<file path="config.mk">
export PLATFORM = sky130hd
export DESIGN_NAME = linear_probe_hash_table_top
export DESIGN_NICKNAME = d
export VERILOG_FILES = /design/src/sv/lpht_pkg.sv /design/src/sv/linear_probe_hash_table_top.sv
export SDC_FILE = /design/constraint.sdc
export NUM_CORES = 1
export LEC_CHECK = 0
export CAP_MARGIN = 25
export CORE_ASPECT_RATIO = 0.7
export CORE_MARGIN = 4
export CORE_UTILIZATION = 55
export CTS_CLUSTER_DIAMETER = 150
export DETAILED_ROUTE_END_ITERATION = 6
export DONT_BUFFER_PORTS = 1
export PLACE_DENSITY = 0.66
export SLEW_MARGIN = 30
export SYNTH_ARGS = -nofsm -noshare
export SYNTH_HDL_FRONTEND = slang
export SYNTH_SLANG_ARGS = --single-unit
</file>
<file path="constraint.sdc">
create_clock -name clk -period 9.61 [get_ports clk]
set_input_delay 1.922 -clock clk [delete_from_list [all_inputs] [get_ports clk]]
set_output_delay 1.922 -clock clk [all_outputs]
set_load 0.02 [all_outputs]
</file>
<file path="src/sv/lpht_pkg.sv">
// ----------------------------------------------------------------------------
// lpht_pkg
// Types and constants for the linear-probing hash table: field widths,
// operation and status codes, and the layout of one table entry.
// ----------------------------------------------------------------------------
package lpht_pkg;

    localparam int KEY_W  = 31;
    localparam int DATA_W = 32;
    localparam int SLOT_W = 4;

    typedef enum logic {
        OP_INSERT = 1'b0,
        OP_LOOKUP = 1'b1
    } op_t;

    typedef enum logic [1:0] {
        ST_INSERTED = 2'd0,
        ST_FULL     = 2'd1,
        ST_FOUND    = 2'd2,
        ST_MISSING  = 2'd3
    } status_t;

    typedef logic [KEY_W-1:0]  key_t;
    typedef logic [DATA_W-1:0] data_t;

    // One table entry as held in the slot memory.
    typedef struct packed {
        logic  used;
        key_t  key;
        data_t data;
    } entry_t;

endpackage

</file>
<file path="src/sv/linear_probe_hash_table_top.sv">
// ----------------------------------------------------------------------------
// linear_probe_hash_table_top
// Open-addressing hash table with linear probing, held in one synchronous
// slot memory.
// ----------------------------------------------------------------------------
// Usage: raise start with operation, key and data_in while busy is low; the
// beat is taken at that clock edge. Exactly one result follows, shown on
// status, data_out and slot for a single cycle with done high. The receiver
// cannot stall the block, so the result must be captured in that cycle.
// After reset the block clears the occupied marks, one slot per cycle, and
// holds busy high while that sweep runs. After the accepting edge an item
// passes through S_MUL, S_SCALE and S_HOME, which work out the home slot
// (key mod TABLE_SLOTS by reciprocal multiply, a second multiply, and one
// correcting subtract), then S_PROBE, which probes 1 to TABLE_SLOTS slots;
// the probing is set by the single read port of the slot memory, which
// yields one probed slot a cycle. A new item is taken only back in S_IDLE.
// ----------------------------------------------------------------------------
module linear_probe_hash_table_top #(
    parameter int TABLE_SLOTS = 16
) (
    input  logic                        clk,
    input  logic                        rst_n,
    // command beat
    input  logic                        start,
    output logic                        busy,
    input  logic                        operation,
    input  logic [lpht_pkg::KEY_W-1:0]  key,
    input  logic [lpht_pkg::DATA_W-1:0] data_in,
    // result beat
    output logic                        done,
    output logic [1:0]                  status,
    output logic [lpht_pkg::DATA_W-1:0] data_out,
    output logic [lpht_pkg::SLOT_W-1:0] slot
);
    import lpht_pkg::*;

    // Slot index width and the slot count at that width (plus one bit).
    localparam int IDX_W = (TABLE_SLOTS > 1) ? $clog2(TABLE_SLOTS) : 1;
    localparam logic [IDX_W-1:0] LAST_IDX = IDX_W'(TABLE_SLOTS - 1);
    localparam logic [IDX_W:0]   SLOTS_C  = (IDX_W+1)'(TABLE_SLOTS);

    // Reciprocal for key mod TABLE_SLOTS. With M = floor(2^32 / N) and a
    // key below 2^31, (key * M) >> 32 is the true quotient or one less, so
    // the remainder lands in [0, 2N) and one subtract fixes it.
    localparam int RECIP_SHIFT = 32;
    localparam int RECIP_W     = 32;
    localparam logic [RECIP_W-1:0] RECIP =
        RECIP_W'((64'd1 << RECIP_SHIFT) / TABLE_SLOTS);
    localparam int PROD_W = KEY_W + RECIP_W;
    localparam int QN_W   = KEY_W + IDX_W + 1;

    typedef enum logic [2:0] {
        S_CLEAR,    // sweep occupied marks after reset
        S_IDLE,
        S_MUL,      // key times reciprocal
        S_SCALE,    // estimated quotient times slot count
        S_HOME,     // remainder, first read issued
        S_PROBE     // one slot examined per cycle
    } state_t;

    state_t            state_reg;
    logic [IDX_W-1:0]  clr_reg;
    op_t               op_reg;
    key_t              key_reg;
    data_t             data_reg;
    logic [PROD_W-1:0] prod_reg;
    key_t              qn_reg;
    logic [IDX_W-1:0]  pos_reg;
    logic [IDX_W-1:0]  cnt_reg;
    logic              done_reg;
    status_t           status_reg;
    data_t             data_out_reg;
    logic [SLOT_W-1:0] slot_reg;

    // Slot memory: one write port, one registered read port.
    entry_t            mem [TABLE_SLOTS];
    entry_t            rd_reg;
    logic              wr_en;
    logic [IDX_W-1:0]  wr_addr;
    entry_t            wr_word;
    logic [IDX_W-1:0]  rd_addr;

    // Datapath helpers.
    logic [PROD_W-1:0]       prod_next;
    key_t                    quot;
    logic [QN_W-1:0]         qn_full;
    key_t                    rem_raw;
    key_t                    rem_fix;
    logic [IDX_W-1:0]        home_idx;
    logic [IDX_W-1:0]        pos_next;
    logic                    last_probe;
    logic                    key_hit;
    logic [IDX_W+SLOT_W-1:0] pos_wide;

    assign prod_next = PROD_W'(key_reg) * PROD_W'(RECIP);
    assign quot      = prod_reg[PROD_W-1 -: KEY_W];
    assign qn_full   = QN_W'(quot) * QN_W'(SLOTS_C);
    assign rem_raw   = key_reg - qn_reg;
    assign rem_fix   = (rem_raw >= KEY_W'(TABLE_SLOTS))
                     ? rem_raw - KEY_W'(TABLE_SLOTS) : rem_raw;
    assign home_idx  = rem_fix[IDX_W-1:0];

    assign pos_next   = (pos_reg == LAST_IDX) ? '0 : pos_reg + 1'b1;
    assign last_probe = (cnt_reg == LAST_IDX);
    assign key_hit    = rd_reg.used && (rd_reg.key == key_reg);
    assign pos_wide   = {{SLOT_W{1'b0}}, pos_reg};

    // Read the home slot in S_HOME, the following slot while probing.
    assign rd_addr = (state_reg == S_HOME) ? home_idx : pos_next;

    always_comb
    begin
        wr_en           = 1'b0;
        wr_addr         = pos_reg;
        wr_word.used    = 1'b1;
        wr_word.key     = key_reg;
        wr_word.data    = data_reg;
        if (state_reg == S_CLEAR)
        begin
            wr_en        = 1'b1;
            wr_addr      = clr_reg;
            wr_word.used = 1'b0;
        end
        else if (state_reg == S_PROBE && op_reg == OP_INSERT && !rd_reg.used)
        begin
            wr_en = 1'b1;
        end
    end

    always_ff @(posedge clk)
    begin
        if (wr_en)
        begin
            mem[wr_addr] <= wr_word;
        end
        rd_reg <= mem[rd_addr];
    end

    // Control and registered outputs.
    always_ff @(posedge clk or negedge rst_n)
    begin
        if (!rst_n)
        begin
            state_reg <= S_CLEAR;
            clr_reg   <= '0;
            done_reg  <= 1'b0;
        end
        else
        begin
            done_reg <= 1'b0;
            unique case (state_reg)
                S_CLEAR:
                begin
                    clr_reg <= clr_reg + 1'b1;
                    if (clr_reg == LAST_IDX)
                    begin
                        state_reg <= S_IDLE;
                    end
                end
                S_IDLE:
                begin
                    if (start)
                    begin
                        op_reg    <= op_t'(operation);
                        key_reg   <= key;
                        data_reg  <= data_in;
                        state_reg <= S_MUL;
                    end
                end
                S_MUL:
                begin
                    prod_reg  <= prod_next;
                    state_reg <= S_SCALE;
                end
                S_SCALE:
                begin
                    qn_reg    <= qn_full[KEY_W-1:0];
                    state_reg <= S_HOME;
                end
                S_HOME:
                begin
                    pos_reg   <= home_idx;
                    cnt_reg   <= '0;
                    state_reg <= S_PROBE;
                end
                S_PROBE:
                begin
                    pos_reg <= pos_next;
                    cnt_reg <= cnt_reg + 1'b1;
                    if (op_reg == OP_INSERT)
                    begin
                        if (!rd_reg.used)
                        begin
                            done_reg     <= 1'b1;
                            status_reg   <= ST_INSERTED;
                            data_out_reg <= '0;
                            slot_reg     <= pos_wide[SLOT_W-1:0];
                            state_reg    <= S_IDLE;
                        end
                        else if (last_probe)
                        begin
                            done_reg     <= 1'b1;
                            status_reg   <= ST_FULL;
                            data_out_reg <= '0;
                            slot_reg     <= '0;
                            state_reg    <= S_IDLE;
                        end
                    end
                    else
                    begin
                        if (key_hit)
                        begin
                            done_reg     <= 1'b1;
                            status_reg   <= ST_FOUND;
                            data_out_reg <= rd_reg.data;
                            slot_reg     <= pos_wide[SLOT_W-1:0];
                            state_reg    <= S_IDLE;
                        end
                        else if (!rd_reg.used || last_probe)
                        begin
                            done_reg     <= 1'b1;
                            status_reg   <= ST_MISSING;
                            data_out_reg <= '0;
                            slot_reg     <= '0;
                            state_reg    <= S_IDLE;
                        end
                    end
                end
                default:
                begin
                    state_reg <= S_IDLE;
                end
            endcase
        end
    end

    assign busy     = (state_reg != S_IDLE);
    assign done     = done_reg;
    assign status   = status_reg;
    assign data_out = data_out_reg;
    assign slot     = slot_reg;

endmodule
</file>
Word level (Yosys, flattened, before mapping)
Memories as Yosys holds them, arrays and structs flattened. A register that Yosys moved wholly into a read port is not among the register bits.
Cells that the tools add are included.
{"block": "word_totals", "regBits": 176, "latch_bits": 0, "mem_bits_rw": 1024, "mem_bits_ro": 0, "inputBits": 67, "output_inout_bits": 40, "elab_cells": 90, "memories": 1}
{"block": "op_classes", "n_addsub": 5, "multipliers": 0, "n_div": 0, "magnitude_cmp": 1, "eq_ne": 16, "shift": 0, "mux": 40, "bitwise": 1, "reduce_logical": 13}
{"name": "mem", "words": 16, "word_bits": 64, "rd": 1, "rd_clocked_by_memory_dff": 1, "wr": 1, "line": "linear_probe_hash_table_top.sv:76", "text": "entry_t mem [TABLE_SLOTS];"}
{"op": "32-bit two-way mux", "count": 5}
{"op": "4-bit two-way mux", "count": 9}
{"op": "31-bit equality test", "count": 1}
{"op": "31-bit by 5-bit >= comparator with 1-bit output (second input constant)", "count": 1}
{"op": "31-bit subtractor", "count": 1}
{"op": "3-bit two-way mux", "count": 7}
{"op": "3-bit case mux with 6 select lines", "count": 1}
{"op": "4-bit case mux with 2 select lines", "count": 2}
{"op": "4-bit by 1-bit adder with 4-bit output (second input constant)", "count": 3}
{"op": "4-bit equality test (second input constant)", "count": 3}
{"op": "1-bit two-way mux", "count": 11}
{"op": "2-bit two-way mux", "count": 5}
{"op": "4-bit AND reduction", "count": 2}
{"op": "3-bit by 2-bit equality test with 1-bit output (second input constant)", "count": 2}
{"op": "3-bit equality test (second input constant)", "count": 2}
{"op": "3-bit by 1-bit inequality test with 1-bit output (second input constant)", "count": 2}
{"op": "2-bit AND reduction", "count": 3}
{"op": "4-bit by 3-bit inequality test with 1-bit output (second input constant)", "count": 1}
{"op": "4-bit inequality test (second input constant)", "count": 1}
{"op": "4-bit by 1-bit subtractor with 4-bit output (second input constant)", "count": 1}
{"op": "3-bit by 1-bit equality test with 1-bit output (second input constant)", "count": 1}
{"op": "1-bit logical AND", "count": 3}
{"op": "3-bit logical NOT", "count": 1}
{"op": "3-bit by 2-bit inequality test with 1-bit output (second input constant)", "count": 1}
{"op": "7 further kinds", "count": 7}

Logic depth before layout (Yosys ltp)
Gate-level depths: netlist of the first run.
{"block": "logic_depth", "ltp_word": 7, "depth_mapped": 10}

Least setup slack after synthesis of the first run
Ideal clock, no wire load.
{"block": "synth_timing", "path_type": "reg2reg", "startpoint": "reg key_reg[1]", "endpoint": "reg data_out_reg[0], in the netlist data_out[0], enable pin", "arrival_time_ps": 4943, "setup_slack_ps": 4179, "path_stages_with_launch": 8, "n_path_buf": 1, "cell_sequence": "edfxtp_1 > clkbuf_1 > xor2_1 > nor4_1 > nand4_1 > nor4_1 > nor2_1 > nor3b_1"}
{"block": "synth_via", "elab_chain_len": 4}
{"element": "from (decl)", "line": "linear_probe_hash_table_top.sv:64", "text": "key_t key_reg;"}
{"element": "from (signal assigned)", "line": "linear_probe_hash_table_top.sv:165", "text": "key_reg <= key;"}
{"element": "31-bit equality test", "line": "linear_probe_hash_table_top.sv:105", "text": "assign key_hit = rd_reg.used && (rd_reg.key == key_reg);"}
{"element": "1-bit logical AND", "line": "linear_probe_hash_table_top.sv:105"}
{"element": "3-bit by 1-bit inequality test with 1-bit output (no source line)"}
{"element": "4-bit AND reduction (no source line)"}
{"element": "to (signal assigned)", "line": "linear_probe_hash_table_top.sv:215", "text": "data_out_reg <= rd_reg.data;"}
{"element": "to (decl)", "line": "linear_probe_hash_table_top.sv:72", "text": "data_t data_out_reg;"}
Every way passes these cells.
A chain may end at the register's enable or synchronous reset.

Worst setup path in the final report of the first run
{"block": "layout_timing", "startpoint": "reg state_reg[2]", "endpoint": "mem mem[6][42] in the netlist's numbering, enable pin"}
{"block": "layout_via", "elab_chain_len": 7, "elab_cells_between_ends": 9, "classes_between": "eq/ne: 1; mux: 5; reduce/logical: 3"}
{"element": "from (decl)", "line": "linear_probe_hash_table_top.sv:61", "text": "state_t state_reg;"}
{"element": "from (signal assigned)", "line": "linear_probe_hash_table_top.sv:144", "text": "state_reg <= S_CLEAR;"}
{"element": "from (signal assigned)", "line": "linear_probe_hash_table_top.sv:157", "text": "state_reg <= S_IDLE;"}
{"element": "from (signal assigned)", "line": "linear_probe_hash_table_top.sv:167", "text": "state_reg <= S_MUL;"}
{"element": "3-bit equality test", "line": "linear_probe_hash_table_top.sv:124", "text": "else if (state_reg == S_PROBE && op_reg == OP_INSERT && !rd_reg.used)"}
{"element": "1-bit logical AND (2 in a row)", "line": "linear_probe_hash_table_top.sv:124"}
{"element": "1-bit two-way mux", "line": "linear_probe_hash_table_top.sv:124"}
{"element": "1-bit two-way mux", "line": "linear_probe_hash_table_top.sv:118", "text": "if (state_reg == S_CLEAR)"}
{"element": "1-bit two-way mux", "line": "linear_probe_hash_table_top.sv:132", "text": "if (wr_en)"}
{"element": "1-bit two-way mux (implied by the code)", "line": "linear_probe_hash_table_top.sv:134", "text": "mem[wr_addr] <= wr_word;"}
{"element": "to (decl)", "line": "linear_probe_hash_table_top.sv:76"}
Parallel ways exist; a longest one is shown, timed or not.

==> results of run 1 <==
## routing by layer
| layer | GRT usage | up-vias | wire [um] |
|---|---|---|---|
| li1 | - | 9641 | - |
| met1 | 0.350 | 11600 | 45400 |
| met2 | 0.374 | 774 | 47800 |
| met3 | 0.0440 | 140 | 6960 |
| met4 | 0.0483 | 0 | 1710 |
| met5 | 0 | - | 0 |
## cell type report
cell class,instances,share of cell area
Clock inverter,58,0.0119
Tap cell,1068,0.0268
Sequential cell,1206,0.713
Inverter,5,0.000377
Multi-Input combinational cell,1036,0.177
Timing Repair Buffer,57,0.0118
Clock buffer,144,0.0588
## cell families after synthesis
family                     after synthesis  synth area share
muxes                                  515             0.117
DFF                                   1206             0.794
and+or+nand+nor                        197            0.0265
xor gates and xnor gates                37           0.00724
adders and majority gates                3          0.000839
AOI/OAI and AO/OA                      284            0.0414
buffers and inverters                  124            0.0133
## worst paths after layout
check / cells past startpoint / to / slack, ps / start
worst max register to register: 6 / mem[6][42] / 5130 / state_reg[2]
worst min-delay path: 1 / data_out[13] / 500 / rd_reg[13]
worst min register to register: 1 / data_out[13] / 500 / rd_reg[13]
min in group asynchronous: 0 / state_reg[2] / 930 / rst_n
max in group asynchronous: 0 / clr_reg[0] / 8610 / rst_n
worst max-delay path: 6 / mem[6][42] / 5130 / state_reg[2]
## Yosys cell counts (all sizes together) (6+ instances only)
library cell	n	area, um2
nor3	8	45.0
nor4	6	37.5
clkbuf	18	67.6
mux2i	506	5080
nor2	39	146
xnor2	18	158
buf	101	509
o21ai	7	38.8
xor2	19	166
or4	64	480
nand2	21	88.8
o22ai	251	1570
edfxtp	1134	34100
dfxtp	64	1280
dfrtp	8	200
and2	33	206
## worst max-delay path: stages (launching register included)
cell                       delay [ps]
sky130_fd_sc_hd__dfrtp_1          500
sky130_fd_sc_hd__nor3_2           560
sky130_fd_sc_hd__clkinv_1         710
sky130_fd_sc_hd__nor2_1           280
sky130_fd_sc_hd__a22oi_1          280
sky130_fd_sc_hd__nor2_4           850
sky130_fd_sc_hd__buf_4            890
## power breakdown
group,internal [uW],switching [uW],leakage [uW]
clock network,2420,1850,0.00171
registers,6390,282,0.0109
logic,880,1550,0.00475
## per-stage QoR
stage	total power, uW	utilization	hold slack (ps)	area [um2]	setup WS (ps)
finish	13400	0.619	503	49800	5130
floorplan	8350	-	450	44800	4180
global placement	9120	0.573	482	46100	5270
CTS	13400	0.618	508	49800	5200
detailed placement	9180	0.574	489	46200	5210
global route	13900	0.619	513	49800	4920
==> impl_metrics.ini, run 1 <==
[clock_network]
cts-buffers-inserted = 107
tritoncts_num_sinks = 1206
ctsResizeCount = 0
buffer_depth_of_the_longest_clock_path = 3
insertion_delay_ps = 690
tritoncts = done
worst_setup_hold_path_clk_slew_ps = 70
clock_tree.htree_level_count = 3
clockRootBuffer = sky130_fd_sc_hd__clkbuf_16
postCtsSetupRepairBufs = 0
holdBufCountCts = 0

[final_layout]
largest_register_ffs = 1024
n_antenna_cell = 0
final_cell_mix = 1134 x sky130_fd_sc_hd__edfxtp_1, 505 x sky130_fd_sc_hd__mux2i_1, 251 x sky130_fd_sc_hd__o22ai_1
leading_cell_type_in_the_layout_fill_and_taps_excluded = sky130_fd_sc_hd__edfxtp_1
n_fill_cell = 5585
layout-drive-gt1-share = 0.104
finish.cell_count_without_fillers = 3574
multi_input_comb_area_um2 = 8830
regArea_um2 = 35500
layout.nets = 2483
flow.area_growth_from_synthesis_pct = 11.4

[setup_path]
worst_setup_path_start_kind = flip-flop
kind_of_critical_path = flip-flop to flip-flop
cp-end-kind = flip-flop
critical_path_required_ps = 9900
critical_path.max_fanout = 48
crit_arrival_ps = 4770

[sta]
setup_total_negative_slack_ps = 0
tightestPinTransition_ps = 1000
fmax_ghz = 0.223
rel_slew_slack = 0.331
hold_viol = 0
final.min_clock_period_ps = 4480
timing.clock.skew_ps = 24.9
final-max-slew-violation-count = 0
min_period_over_period = 0.466
unrepaired_setup_endpoints_after_global_routing = no
timing.final.setup_violations = 0

[place]
dpl.cell_count = 3369
routabilityCongestion = 0.767
dp_hpwl_um = 51000
io_buffer_count = 0

[route]
post-route-drc-count = 0
detail_route.wirelength_um = 102000
dr_total_vias = 22100
detail_route.first_pass.iterations = 5
average_vias_per_placed_instance = 6.19
avgRoutedWirePerCell_um = 28.5
dr.first_iter.drc_count = 2056
ant_nets = 0

[synthesis]
synth_ff_type = sky130_fd_sc_hd__edfxtp_1
synth.net_count = 2436
synth.avg_cell_area_um2 = 18.9
postSynthRegisterBits = 1206
syn_inst = 2366
synth_area_um2 = 44800
synth_edf_count = 1134
synth_warnings = 0
synth_sequential_area_ratio = 0.794
synth_async_sr_flop_share = 0.00663
yosysUniqueCellTypes = 57

[grt]
wire_length_of_the_first_global_routing_pass_um = 148000
global_route.usage.total = 0.236
grt_pass1_vias = 21800
antenna_violations_before_repair = 6
largest_net_degree_at_the_start_of_global_routing = 146
grt_overflow_total = 0

[pwr]
power.leakage_uw = 0.0173
power_density_nw_per_um2 = 268
ir_worst_vdd_uv = 180

[die]
die_h_um = 247
design.core.area_um2 = 80600
die_w_um = 349
top_level_port_count = 107
die_outline_area_um2 = 86100
initial_util = 0.556
core.rowCount = 87

[worst_hold_path]
min_path_type = flip-flop to flip-flop

[outcome]
status = complete, no violations

[flow_run]
max_cap_viol_count = 0
Note: power is estimated with default switching activity, not from simulation.
==> inputs of run 2 (changes only) <==
--- a/config.mk
+++ b/config.mk
@@ -12,7 +12,7 @@
 export CTS_CLUSTER_DIAMETER = 150
 export DETAILED_ROUTE_END_ITERATION = 6
 export DONT_BUFFER_PORTS = 1
-export PLACE_DENSITY = 0.66
+export PLACE_DENSITY = 0.69
 export SLEW_MARGIN = 30
 export SYNTH_ARGS = -nofsm -noshare
 export SYNTH_HDL_FRONTEND = slang
==> constraint.sdc (replaced) <==
create_clock -name clk -period 3.6 [get_ports clk]
set_input_delay 0.72 -clock clk [delete_from_list [all_inputs] [get_ports clk]]
set_output_delay 0.72 -clock clk [all_outputs]
set_load 0.02 [all_outputs]
==> run 2 against run 1 <==
Hold slack lost 370 ps. Critical path depth grew 2. Global-route usage grew 0.44 points. Utilization grew 1.5 points. Critical path type unchanged. Largest power group unchanged.
==> impl_metrics.ini, run 2 (same netlist as run 1, synthesis figures left out) <==
[sta]
finalWorstSetupSlack_ps = 249
unrepaired_setup_endpoints_after_global_routing = no
timing.final.setup_violations = 0
min_period_over_period = 0.931
final-max-slew-violation-count = 0
rel_slew_slack = 0.398
final.min_clock_period_ps = 3350
fmax_ghz = 0.298
hold_viol = 0
tightestPinTransition_ps = 904
timing.clock.skew_ps = 31.2

[route]
post-route-drc-count = 0
detail_route.wirelength_um = 104000
avgRoutedWirePerCell_um = 28.6
dr_total_vias = 22600
average_vias_per_placed_instance = 6.22
detail_route.first_pass.iterations = 5
dr.first_iter.drc_count = 2096
ant_nets = 0

[grt]
grt_pass1_vias = 22300
wire_length_of_the_first_global_routing_pass_um = 150000
largest_net_degree_at_the_start_of_global_routing = 94
grt_overflow_total = 0
antenna_violations_before_repair = 13
global_route.usage.total = 0.241

[setup_path]
slowest_stage = sky130_fd_sc_hd__or4_1
timing.critical_path.slowest_cell_delay_ps = 590
cp-end-kind = flip-flop
timing.critical_path.cells = xnor2_1 -> nand3_1 -> or4_1 -> nor4_4 -> buf_4 -> nor2_1 -> nor3b_4 -> buf_12
critical_path.max_fanout = 38
ff2ff_path_depth = 8
crit_arrival_ps = 3690
critical_path_required_ps = 3930
worst_case_register_to_register_setup_slack_ps = 250
crit_family = simple AND/OR/NAND/NOR gates
cp_bufs_invs = 2
kind_of_critical_path = flip-flop to flip-flop
crit-reg2reg-launch = key_reg[25]
regToRegEndpoint = data_out[10]
worst_setup_path_start_kind = flip-flop

[worst_hold_path]
whs_endpoint = key_reg[24]
worstHoldPathCells = 0
startpoint_of_the_tightest_hold_check_path = key[24]
min_path_type = input port to flip-flop

[outcome]
status = complete, no violations

[die]
core.rowCount = 87
design.core.area_um2 = 80600
initial_util = 0.556
top_level_port_count = 107
die_outline_area_um2 = 86100
die_h_um = 247
die_w_um = 349

[place]
io_buffer_count = 0
routabilityCongestion = 0.773
place_ws_ps = 73.3
dp_hpwl_um = 54100

[clock_network]
buffer_depth_of_the_longest_clock_path = 3
worst_setup_hold_path_clk_slew_ps = 70
tritoncts_num_sinks = 1206
cts-buffers-inserted = 106
insertion_delay_ps = 680
clockRootBuffer = sky130_fd_sc_hd__clkbuf_16
clock_tree.htree_level_count = 3
tritoncts = done

[final_layout]
n_fill_cell = 5416
flow.area_growth_from_synthesis_pct = 14.0
layout-drive-gt1-share = 0.131
leading_cell_type_in_the_layout_fill_and_taps_excluded = sky130_fd_sc_hd__edfxtp_1
largest_register_ffs = 1024
final_core_utilization = 0.633
final_cell_mix = 1134 x sky130_fd_sc_hd__edfxtp_1, 505 x sky130_fd_sc_hd__mux2i_1, 251 x sky130_fd_sc_hd__o22ai_1
layout.nets = 2534

[pwr]
ir_worst_vdd_uv = 467
power_density_nw_per_um2 = 722
power.leakage_uw = 0.0179
p_total_uw = 36800

[flow_run]
max_cap_viol_count = 0
run 2: cell count changes in the layout (fill, tap and decap cells not counted), sizes merged:
cell	previous run	this run
buf	57	107
bufinv	10	20
clkbuf	144	134
clkinvlp	7	6
diode	0	5
dlygate4sd3	0	1
inv	4	5
run 2: per-stage QoR:
step	hold WS [ps]	TNS (ps)	cells	cell area [um2]
floorplan	424	-401070	2366	44800
global placement	425	0	3422	47200
detailed placement	425	0	3422	47200
CTS	97.3	0	3624	51000
global route	101	0	3627	51000
finish	129	0	3630	51000
run 2: repair_timing:
action | 4_1_cts | 5_1_grt
hold buffers | 1 | 0
gates resized for setup | 0 | 1
endpoints found under the setup margin | 0 | 37
endpoints found under the hold margin | 8 | 0
buffers inserted | 0 | 0
run 2: layout make-up:
type | count | area (um2) | share of cell area
Sequential cell | 1206 | 35500 | 0.696
Multi-Input combinational cell | 1036 | 8850 | 0.173
Clock buffer | 133 | 2900 | 0.0568
Timing Repair Buffer | 109 | 1470 | 0.0288
Tap cell | 1068 | 1340 | 0.0262
Clock inverter | 68 | 911 | 0.0179
Inverter | 5 | 18.8 | 0.000368
Antenna cell | 5 | 12.5 | 0.000245
run 2: metal layers:
layer  share of wire  global-route usage  wire length, um
met4           0.023              0.0618             2370
met1            0.43               0.352            44300
met3           0.087              0.0501             9020
met2            0.46               0.375            48000
met5         0.00053                   0               55
run 2: how the worst max path moves through the flow:
stage | startpoint | end | slack (ps) | cells after the start
floorplan | state_reg[2] | mem[13][0] | -880 | 5
global placement | key_reg[29] | data_out[4] | 160 | 8
detailed placement | key_reg[25] | data_out[3] | 70 | 8
CTS | key_reg[25] | data_out[10] | 70 | 8
global route | key_reg[25] | data_out[10] | 80 | 8
finish | key_reg[25] | data_out[10] | 250 | 8
run 2: report_power, final:
| part | total (uW) | internal (uW) | switching, uW |
|---|---|---|---|
| clock | 12100 | 7170 | 4940 |
| sequential | 17800 | 17000 | 716 |
| combinational | 6980 | 2690 | 4290 |
| total | 36800 | 26900 | 9950 |
==> inputs of run 3 (changes only) <==
--- a/config.mk
+++ b/config.mk
@@ -8,12 +8,14 @@
 export CAP_MARGIN = 25
 export CORE_ASPECT_RATIO = 0.7
 export CORE_MARGIN = 4
-export CORE_UTILIZATION = 55
+export CORE_UTILIZATION = 57
 export CTS_CLUSTER_DIAMETER = 150
 export DETAILED_ROUTE_END_ITERATION = 6
 export DONT_BUFFER_PORTS = 1
-export PLACE_DENSITY = 0.69
+export HOLD_SLACK_MARGIN = 0.15
+export PLACE_DENSITY = 0.71
 export SLEW_MARGIN = 30
 export SYNTH_ARGS = -nofsm -noshare
 export SYNTH_HDL_FRONTEND = slang
 export SYNTH_SLANG_ARGS = --single-unit
+export TNS_END_PERCENT = 10
==> run 3 against run 2 <==
Via count rose by 0.91%. First-iteration DRC count rose by 23%. Register-to-register slack got worse by 170 ps. Critical endpoint is now data_out[4]. Largest cell class unchanged.
==> impl_metrics.ini, run 3 (same netlist as run 1, synthesis figures left out) <==
[die]
die_outline_area_um2 = 83100
die_h_um = 242
core.rowCount = 85
top_level_port_count = 107
design.core.area_um2 = 77300
die_w_um = 343
initial_util = 0.579

[clock_network]
tritoncts = done
worst_setup_hold_path_clk_slew_ps = 60
cts-buffers-inserted = 107
buffer_depth_of_the_longest_clock_path = 3
tritoncts_num_sinks = 1206
clock_tree.htree_level_count = 3
insertion_delay_ps = 680
clockRootBuffer = sky130_fd_sc_hd__clkbuf_16

[final_layout]
layout-drive-gt1-share = 0.115
regArea_um2 = 35500
final_cell_mix = 1134 x sky130_fd_sc_hd__edfxtp_1, 505 x sky130_fd_sc_hd__mux2i_1, 251 x sky130_fd_sc_hd__o22ai_1
layout.nets = 2590
flow.area_growth_from_synthesis_pct = 14.2
finish.cell_count_without_fillers = 3656
multi_input_comb_area_um2 = 8830
n_fill_cell = 5038
largest_register_ffs = 1024
leading_cell_type_in_the_layout_fill_and_taps_excluded = sky130_fd_sc_hd__edfxtp_1

[sta]
hold_viol = 0
fmax_ghz = 0.284
timing.final.setup_violations = 0
tightestPinTransition_ps = 846
final-max-slew-violation-count = 0
unrepaired_setup_endpoints_after_global_routing = no
final.hold.worst_slack_ps = 219
final.min_clock_period_ps = 3520
timing.clock.skew_ps = 30.8
rel_slew_slack = 0.436
finalWorstSetupSlack_ps = 82.7
min_period_over_period = 0.977

[setup_path]
timing.critical_path.cells = xor2_1 -> nor4_1 -> nand4_1 -> nor4_4 -> buf_4 -> nor2_1 -> nor3b_4 -> buf_12
crit_arrival_ps = 3860
critical_path.max_fanout = 37
cp_bufs_invs = 2
worst_setup_path_start_kind = flip-flop
kind_of_critical_path = flip-flop to flip-flop
slowest_stage = sky130_fd_sc_hd__nor4_1
cp-end-kind = flip-flop
crit_family = simple AND/OR/NAND/NOR gates
critical_path_required_ps = 3940
timing.critical_path.slowest_cell_delay_ps = 720

[route]
ant_nets = 0
detail_route.first_pass.iterations = 6
average_vias_per_placed_instance = 6.23
dr.first_iter.drc_count = 2569
detail_route.wirelength_um = 102000
avgRoutedWirePerCell_um = 27.9
dr_total_vias = 22800
post-route-drc-count = 0

[place]
routabilityCongestion = 0.799
dp_hpwl_um = 51900
io_buffer_count = 0
dpl.cell_count = 3387
place_ws_ps = 77.7

[pwr]
combPwrFrac = 0.191
power.share.switching = 0.273
share_seq_of_total_power = 0.493
ir_worst_vdd_uv = 509
power_density_nw_per_um2 = 705
power.net_switching_uw = 9850
power_report.internal_total_uw = 26200
power.clock.fraction = 0.316
p_total_uw = 36000
power.leakage_uw = 0.0179

[grt]
largest_net_degree_at_the_start_of_global_routing = 85
antenna_violations_before_repair = 4
wire_length_of_the_first_global_routing_pass_um = 149000
grt_overflow_total = 0
grt_pass1_vias = 22300
global_route.usage.total = 0.243

[worst_hold_path]
min_path_type = input port to flip-flop

[outcome]
status = complete, no violations

[flow_run]
max_cap_viol_count = 0
## run 3: cell count changes in the layout (fill, tap and decap cells not counted), moves of 3 or more
| cell | delta |
|---|---|
| sky130_fd_sc_hd__buf_12 | -13 |
| sky130_fd_sc_hd__buf_4 | +4 |
| sky130_fd_sc_hd__clkinv_2 | -10 |
| sky130_fd_sc_hd__diode_2 | -3 |
| sky130_fd_sc_hd__dlygate4sd3_1 | +64 |
| sky130_fd_sc_hd__clkinv_1 | +7 |
| sky130_fd_sc_hd__clkbuf_1 | +13 |
| sky130_fd_sc_hd__bufinv_16 | -10 |
## run 3: final cells by class
cell class | instances | area share
clock inverters | 52 | 0.0107
diodes | 2 | 0.0000979
inverters | 5 | 0.000367
repair buffers | 164 | 0.0368
multi-input cells | 1036 | 0.173
clock buffers | 147 | 0.0581
well taps | 1044 | 0.0256
flip-flops and latches | 1206 | 0.695
## run 3: routing by layer
metal	GRT usage	up-vias	share of wire
met2	0.376	1000	0.47
met5	0	-	0.00039
met1	0.366	11700	0.43
li1	-	9878	-
met4	0.0524	6	0.019
met3	0.0472	163	0.081
## run 3: timing repair
item,in CTS,in global routing
hold buffers,65,0
hold endpoints to repair,72,0
endpoints found under the setup margin,0,37
resized for setup,0,1
buffers inserted,0,2
## run 3: worst paths after layout
path,from,endpoint,slack [ps],depth (start not counted)
setup / recovery,key_reg[3],data_out[4],80,8
hold / removal,start,state_reg[1],220,2
setup reg to reg,key_reg[3],data_out[4],80,8
hold reg to reg,rd_reg[30],data_out[30],510,1
max in group asynchronous,rst_n,state_reg[2],2890,1
min in group asynchronous,rst_n,clr_reg[3],430,1
## run 3: metrics by stage
step | TNS (ps) | util | area, um2
after floorplan | -473820 | - | 44800
after global placement | 0 | 0.607 | 46900
after detailed placement | 0 | 0.607 | 46900
after CTS | 0 | 0.660 | 51100
after global routing | 0 | 0.661 | 51100
final | 0 | 0.661 | 51100
## run 3: power groups by stage
stage	registers, uW	clock network, uW	logic (uW)
6_report	17700	11400	6890
5_1_grt	17900	12200	7270
4_1_cts	17800	11500	6860
3_5_place_dp	18000	0	6760
3_3_place_gp	18000	0	6630
2_1_floorplan	17800	0	4450
